[config.mk]
export PLATFORM = sky130hd
export DESIGN_NAME = two_image_seam_feather_blend
export DESIGN_NICKNAME = d
export VERILOG_FILES = /design/src/hw/rtl/tisfb_pkg.sv /design/src/hw/rtl/tisfb_div_step.sv /design/src/hw/rtl/two_image_seam_feather_blend.sv
export SDC_FILE = /design/constraint.sdc
export NUM_CORES = 2
export LEC_CHECK = 0
export BUFFER_PORTS_ARGS = -buffer_cell sky130_fd_sc_hd__buf_2
export CORE_MARGIN = 1.5
export CORE_UTILIZATION = 69
export DETAILED_ROUTE_END_ITERATION = 12
export HOLD_SLACK_MARGIN = 0.08
export PLACE_DENSITY = 0.92
export RECOVER_POWER = 100
export SLEW_MARGIN = 10
export SYNTH_ARGS = -nofsm -noshare
export SYNTH_HDL_FRONTEND = slang
export SYNTH_SLANG_ARGS = --single-unit
[constraint.sdc]
create_clock -name clk -period 15.95 [get_ports clk]
set_clock_uncertainty 0.2 [all_clocks]
set_input_delay 1.595 -clock clk [delete_from_list [all_inputs] [get_ports clk]]
set_output_delay 1.595 -clock clk [all_outputs]
set_load 0.1 [all_outputs]
[src/hw/rtl/tisfb_pkg.sv]
// ----------------------------------------------------------------------------
// Seam feather blend package
// Types and constants shared by the blend pipeline.
// ----------------------------------------------------------------------------
package tisfb_pkg;

  localparam logic [7:0] SEAM_WIDTH_RST = 8'd32;
  localparam int unsigned DIV_STEPS = 8;
  localparam int unsigned PIPE_DEPTH = DIV_STEPS + 2;

  typedef enum logic [1:0] {
    SRC_RAMP  = 2'd0,
    SRC_RIGHT = 2'd1,
    SRC_LEFT  = 2'd2
  } src_t;

  // one divide step state for the three channels
  typedef struct packed {
    logic [7:0]      w;
    src_t            src;
    logic [2:0][7:0] part;
    logic [2:0][7:0] nq;
  } div_item_t;

endpackage

[src/hw/rtl/tisfb_div_step.sv]
// ----------------------------------------------------------------------------
// Seam feather blend divide step
// One registered restoring-division step: one quotient bit per channel.
// ----------------------------------------------------------------------------
module tisfb_div_step (
  input  logic                 clk,
  input  logic                 load,
  input  tisfb_pkg::div_item_t item_in,
  output tisfb_pkg::div_item_t item_r
);

  tisfb_pkg::div_item_t item_nxt;

  always_comb begin
    logic [8:0] trial;
    logic [7:0] diff;
    logic       ge;
    item_nxt = item_in;
    for (int c = 0; c < 3; c++) begin
      trial = {item_in.part[c], item_in.nq[c][7]};
      diff  = trial[7:0] - item_in.w;
      ge    = (trial >= {1'b0, item_in.w});
      item_nxt.part[c] = ge ? diff : trial[7:0];
      item_nxt.nq[c]   = {item_in.nq[c][6:0], ge};
    end
  end

  always_ff @(posedge clk) begin
    if (load) begin
      item_r <= item_nxt;
    end
  end

endmodule

[src/hw/rtl/two_image_seam_feather_blend.sv]
// ----------------------------------------------------------------------------
// Two-image seam feather blend
// Ramp blend of left and right RGB pixels across a seam band, with
// black-pixel pass-through.
// ----------------------------------------------------------------------------
// Takes one pixel per clock and returns one blended pixel per clock when the
// output is not stalled. The pipeline holds the restoring divide by the seam
// width, one quotient bit per pipeline stage over eight stages, after a stage
// of weight selection and a stage of multiply-add. Stages hold their data on
// backpressure and bubbles are squeezed out. seam_width is taken at any
// time but must only change while no pixel is in flight.
module two_image_seam_feather_blend (
  input  logic        clk,
  input  logic        rst_n,
  input  logic        cfg_valid,
  output logic        cfg_ready,
  input  logic [7:0]  cfg_data,     // seam_width
  input  logic        in_tvalid,
  output logic        in_tready,
  // seam_column, left_red, left_green, left_blue, right_red, right_green,
  // right_blue
  input  logic [55:0] in_tdata,
  output logic        out_tvalid,
  input  logic        out_tready,
  output logic [23:0] out_tdata,    // out_red, out_green, out_blue
  output logic [1:0]  out_tuser     // weight_source
);

  localparam int unsigned DEPTH = tisfb_pkg::PIPE_DEPTH;
  localparam int unsigned STEPS = tisfb_pkg::DIV_STEPS;

  logic [7:0]       seam_width_r;
  logic [DEPTH-1:0] vld_r;
  logic [DEPTH-1:0] rdy;

  // stage 1
  logic [7:0]       s1_w_r, s1_wl_r, s1_wr_r;
  logic [2:0][7:0]  s1_left_r, s1_right_r;
  tisfb_pkg::src_t  s1_src_r;
  logic [7:0]       s1_w_nxt, s1_wl_nxt, s1_wr_nxt, col_clamp;
  logic [2:0][7:0]  in_left, in_right;
  tisfb_pkg::src_t  s1_src_nxt;

  tisfb_pkg::div_item_t div_q [STEPS+1];
  tisfb_pkg::div_item_t s2_nxt;

  assign cfg_ready = 1'b1;

  always_ff @(posedge clk) begin
    if (!rst_n) begin
      seam_width_r <= tisfb_pkg::SEAM_WIDTH_RST;
    end else if (cfg_valid && cfg_ready) begin
      seam_width_r <= cfg_data;
    end
  end

  // handshake chain
  always_comb begin
    rdy[DEPTH-1] = !vld_r[DEPTH-1] || out_tready;
    for (int k = DEPTH - 2; k >= 0; k--) begin
      rdy[k] = !vld_r[k] || rdy[k+1];
    end
  end

  assign in_tready = rdy[0];

  always_ff @(posedge clk) begin
    if (!rst_n) begin
      vld_r <= '0;
    end else begin
      if (rdy[0]) begin
        vld_r[0] <= in_tvalid;
      end
      for (int k = 1; k < DEPTH; k++) begin
        if (rdy[k]) begin
          vld_r[k] <= vld_r[k-1];
        end
      end
    end
  end

  // stage 1: clamp and weight select
  always_comb begin
    in_left  = {in_tdata[31:24], in_tdata[23:16], in_tdata[15:8]};
    in_right = {in_tdata[55:48], in_tdata[47:40], in_tdata[39:32]};
    s1_w_nxt = (seam_width_r == 8'd0) ? 8'd1 : seam_width_r;
    col_clamp = (in_tdata[7:0] >= s1_w_nxt) ? s1_w_nxt - 8'd1 : in_tdata[7:0];
    if (in_left == '0) begin
      s1_src_nxt = tisfb_pkg::SRC_RIGHT;
      s1_wl_nxt  = 8'd0;
      s1_wr_nxt  = s1_w_nxt;
    end else if (in_right == '0) begin
      s1_src_nxt = tisfb_pkg::SRC_LEFT;
      s1_wl_nxt  = s1_w_nxt;
      s1_wr_nxt  = 8'd0;
    end else begin
      s1_src_nxt = tisfb_pkg::SRC_RAMP;
      s1_wl_nxt  = s1_w_nxt - col_clamp;
      s1_wr_nxt  = col_clamp;
    end
  end

  always_ff @(posedge clk) begin
    if (rdy[0]) begin
      s1_w_r     <= s1_w_nxt;
      s1_wl_r    <= s1_wl_nxt;
      s1_wr_r    <= s1_wr_nxt;
      s1_left_r  <= in_left;
      s1_right_r <= in_right;
      s1_src_r   <= s1_src_nxt;
    end
  end

  // stage 2: weighted sum, seeds the divider; the sum never exceeds 255 * w
  always_comb begin
    logic [15:0] acc;
    s2_nxt.w   = s1_w_r;
    s2_nxt.src = s1_src_r;
    for (int c = 0; c < 3; c++) begin
      acc = 16'(s1_left_r[c]) * 16'(s1_wl_r) + 16'(s1_right_r[c]) * 16'(s1_wr_r);
      s2_nxt.part[c] = acc[15:8];
      s2_nxt.nq[c]   = acc[7:0];
    end
  end

  always_ff @(posedge clk) begin
    if (rdy[1]) begin
      div_q[0] <= s2_nxt;
    end
  end

  // divide stages
  for (genvar g = 0; g < STEPS; g++) begin : g_div
    tisfb_div_step u_step (
      .clk     (clk),
      .load    (rdy[g+2]),
      .item_in (div_q[g]),
      .item_r  (div_q[g+1])
    );
  end

  assign out_tvalid = vld_r[DEPTH-1];
  assign out_tdata  = {div_q[STEPS].nq[2], div_q[STEPS].nq[1], div_q[STEPS].nq[0]};
  assign out_tuser  = div_q[STEPS].src;

endmodule

After elaboration in Yosys (flattened, before gate mapping)
Index checks and enable logic that the tools add are counted.

Flip-flop bits (word level): 582. Input bits: 69. Output and inout port bits: 29. Word-level logic and storage cells: 196.

Add/subtract/negate cells: 26. Multipliers: 6. Magnitude comparators: 25. Multiplexer cells: 27. Reductions and logical operators: 23.

Operators by type and width (number): $ge A9 B8 Y1 (24); $mux W8 (26); $sub A8 B8 Y8 (22); $mul A8 B8 Y16 (6); $add A16 B16 Y16 (3); $logic_not A24 Y1 (2); $logic_not A1 Y1 (10); $logic_or A1 B1 Y1 (10); $ge A8 B8 Y1 (1); $logic_not A8 Y1 (1); $sub A8 B1 Y8 const B (1); $mux W2 (1).

Logic depth before layout (Yosys ltp)
Word-level depth: 11. Depth in mapped cells: 22. Depth with buffers taken out: 21.

Cells and area by module
Synthesis repeated with hierarchy kept, for this count alone.

Cells, all modules: 3777. Area, all modules: 45039.4 um^2.

By module, submodules not included: tisfb_div_step (times used 8, cells an instance 241, area each 3295.7 um^2, seq. area each 1741.7 um^2); two_image_seam_feather_blend (times used 1, cells an instance 1849, area each 18674.2 um^2, seq. area each 4324.1 um^2).

Worst setup path before layout
OpenSTA, ideal clock, no wires.

Kind: input to output. Start point: in out_tready. End point: out in_tready. Arrival time: 5270 ps. Data required time: 14155 ps. Setup slack: 8885 ps. Stages: 6. Path buffers: 0. Cell sequence: nor2b_1 -> inv_1 -> nor2_1 -> and2_1 -> and3_1 -> nand3_1.

Word-level cells in the longest chain between the ends: 10.

RTL lines: from (decl) (RTL line two_image_seam_feather_blend.sv:24) `input logic out_tready,`; $logic_or A1 B1 Y1 (RTL line two_image_seam_feather_blend.sv:59) `rdy[DEPTH-1] = !vld_r[DEPTH-1] || out_tready;`; net g_div[7].u_step.load (RTL line tisfb_div_step.sv:7) `input logic load,`; $logic_or A1 B1 Y1 (9 in a row) (RTL line two_image_seam_feather_blend.sv:61) `rdy[k] = !vld_r[k] || rdy[k+1];`; to (decl) (RTL line two_image_seam_feather_blend.sv:19) `output logic in_tready,`.

The timed path passes the listed nets, and every way through them passes these cells.

Final worst setup path
Start point: in out_tready. End point: reg s1_left_r[22] (netlist name) (enable).

Word-level cells in the longest chain between the ends: 10.

RTL lines: $logic_or A1 B1 Y1 (RTL line two_image_seam_feather_blend.sv:59); net g_div[7].u_step.load (RTL line tisfb_div_step.sv:7); $logic_or A1 B1 Y1 (9 in a row) (RTL line two_image_seam_feather_blend.sv:61); to (signal assigned) (RTL line two_image_seam_feather_blend.sv:108) `s1_left_r <= in_left;`; to (decl) (RTL line two_image_seam_feather_blend.sv:38) `logic [2:0][7:0] s1_left_r, s1_right_r;`.

The timed path passes the listed nets, and every way through them passes these cells. A chain may end at the register's enable or synchronous reset.

==> results.ini <==
[synth]
yosys.area.top_type_share = 0.414
yosysMostFrequentCell = inv_1
synth.avg_cell_area_sq_um = 11.8
yosysSeqAreaShare = 0.423
synth.area.top_cells = edfxtp_1 (41%), fa_1 (15%), ha_1 (12%), inv_1 (5.4%), and2_1 (3.8%)
ys_seq_elements = 582
syn_inst = 3463
yosys.cell_types.count = 68
syn-num-nets = 4239
yosys_warnings = 0
synth_edf_count = 564
synth_area_sq_mm = 0.0409
synthTopCellsByCount = inv_1 (586), edfxtp_1 (564), ha_1 (397), fa_1 (310), and2_1 (249)
synthArstFlopShare = 0
synth_top_area_cell = edfxtp_1
synthFlopType = edfxtp_1

[clocking]
post_cts_buffers = 0
cts-root-buf = clkbuf_16
cts_hold_buf = 0
numCtsBuffers = 59
clkSlewWorstSetupHoldPaths_ns = 0.06
cts_max_path_buffers = 3
cts_resized = 0
cts.sinks = 582
cts_tree = done
clk_latency_ns = 0.65
htree_levels = 2

[routing]
dr.pass1.iters = 6
avgRoutedWirePerCell_um = 18.8
num_vias = 25400
ant_nets = 0
drt_iter0_markers = 1495
vias_per_cell = 5.81
finalWirelength_mm = 82.4
drc = 0

[critical_path]
critical_path.cell_chain = buf_2 > nor2b_1 > inv_1 > clkbuf_1 > nor2_1 > and2_0 > and3_1 > nand3_1 > clkbuf_1
rr_startpoint = vld_r[9]$_SDFFE_PN0P_
critPathArrivalTime_ns = 7.03
cp_num_buf_inv = 4
critPathTopFamily = buffers and inverters
path_common_cell = clkbuf_1
startpoint = out_tready
start_kind = input port
crit_fanout = 72
crit_type = in -> reg
critPathCaptureType = flip-flop
max_stage_delay_ns = 2.71
cp.required_ns = 15.92
critPathSlowestCell = clkbuf_1

[min_path]
hold_class = reg -> reg
hp-start = g_div[3].u_step.item_r[49]$_DFFE_PP_

[cells_and_area]
nets = 4333
area_delta_synth_final_pct = 7.06
fin_cells = 4381
drive_gt1_frac = 0.0674

[timing]
finalCritPeriodShare = 0.443
grt_setup_unrepaired = false
tightest_slew_ns = 3.84
report.final.slew_viol_count = 583
setup_viol = 0
setup_tns_ns = 0
hold_viol = 0
min_period_ns = 7.06
max_freq_mhz = 142
maxSlewHeadroom = -1.56

[flow_run]
drv_cap = 12

[die]
die_w_um = 246
initial_utilization = 0.696
fp.dieH_um = 246
core-area_sq_mm = 0.0588
die-area_sq_mm = 0.0607
ios = 98
rows = 89

[place]
gp_congestion = 0.932
port_buffers = 96
dpl.hpwl_mm = 62.6
dp_cells = 4269

[global_routing]
track_usage = 0.282
grt_max_degree = 73
grt_overflow = 0
antenna_found_initial = 0
grt_pass1_vias = 27400
grt_pass1_wl_mm = 134

[outcome]
violations = max-capacitance violations, max-slew violations
status = finished with violations

## routing by layer
layer  up-vias  share of wire  GRT usage
met3       308          0.046     0.0367
li1      11900              -          -
met1     12400           0.36      0.302
met2       866           0.52      0.519
met5         -              0          0
met4         0          0.074      0.190
## cells in the final DEF (no fill, tap or decap), drive strengths merged, types with 3 or more instances in the layout
cell type  synthesis  routed
inv              586     587
edfxtp           564     564
ha               397     397
fa               310     310
and2             249     249
nand2            189     189
clkbuf            41     153
nor2             152     152
xnor2            133     133
a21oi            130     130
mux2             115     115
o21ai             86      86
mux2i             58      58
a21o              38      38
nor2b             34      34
nand2b            34      34
o21a              33      33
buf               34      32
nand4             31      31
a211oi            30      30
clkinv             1      30
nor4              26      26
nand3             24      24
nor3              19      19
o22ai             18      18
dfxtp             18      18
xor2              17      17
o21bai            16      16
a21boi            13      13
o41a               8       8
and3               6       6
o211ai             6       6
or3                5       5
a31oi              5       5
or2                4       4
a211o              3       3
clkinvlp           0       3
## kinds of logic after synthesis
family	after synthesis	share of synthesized area
simple gates	778	0.0971
fa+ha+maj	707	0.273
buf+inv	663	0.0641
flops	582	0.423
compound gates	409	0.0641
mux	173	0.0463
xor+xnor	150	0.0321
other cells	1	0.0000917
## through the flow
stage                     area, sq um  hold WS (ns)  utilization  worst slack [ns]
after global routing            43800         0.216        0.745              8.39
after global placement          42000         0.201        0.715              9.82
after CTS                       44000         0.205        0.748              9.62
final                           43800         0.200        0.745              8.89
after floorplan                 40900         0.200            -              8.88
after detailed placement        42000         0.205        0.715              9.62
## flip-flops by register name, summed over array words and instances, names as in the netlist
| signal | count |
|---|---|
| div_q | 58 |
| s1_wr_r | 8 |
| s1_left_r | 24 |
| g_div.u_step.item_r | 432 |
| s1_right_r | 24 |
| s1_src_r | 2 |
| vld_r | 10 |
| seam_width_r | 8 |
| s1_wl_r | 8 |
| s1_w_r | 8 |
## cell type report
class	instances	area, sq um
Antenna cell	1	2.50
Clock inverter	35	315
Multi-Input combinational cell	2218	20900
Fill cell	3563	15000
Sequential cell	582	17300
Clock buffer	76	1620
Tap cell	773	967
Timing Repair Buffer	109	454
Inverter	587	2200
## worst paths after layout
path,to,slack (ns),cells past startpoint
worst max-delay path,s1_left_r[22]$_DFFE_PP_,8.89,9
worst min-delay path,g_div[4].u_step.item_r[49]$_DFFE_PP_,0.20,0
worst max register to register,s1_left_r[22]$_DFFE_PP_,9.52,8
worst min register to register,g_div[4].u_step.item_r[49]$_DFFE_PP_,0.20,0
Power is not shown: default switching activity piles up to over one toggle a cycle in this logic, so the estimate is an artifact.
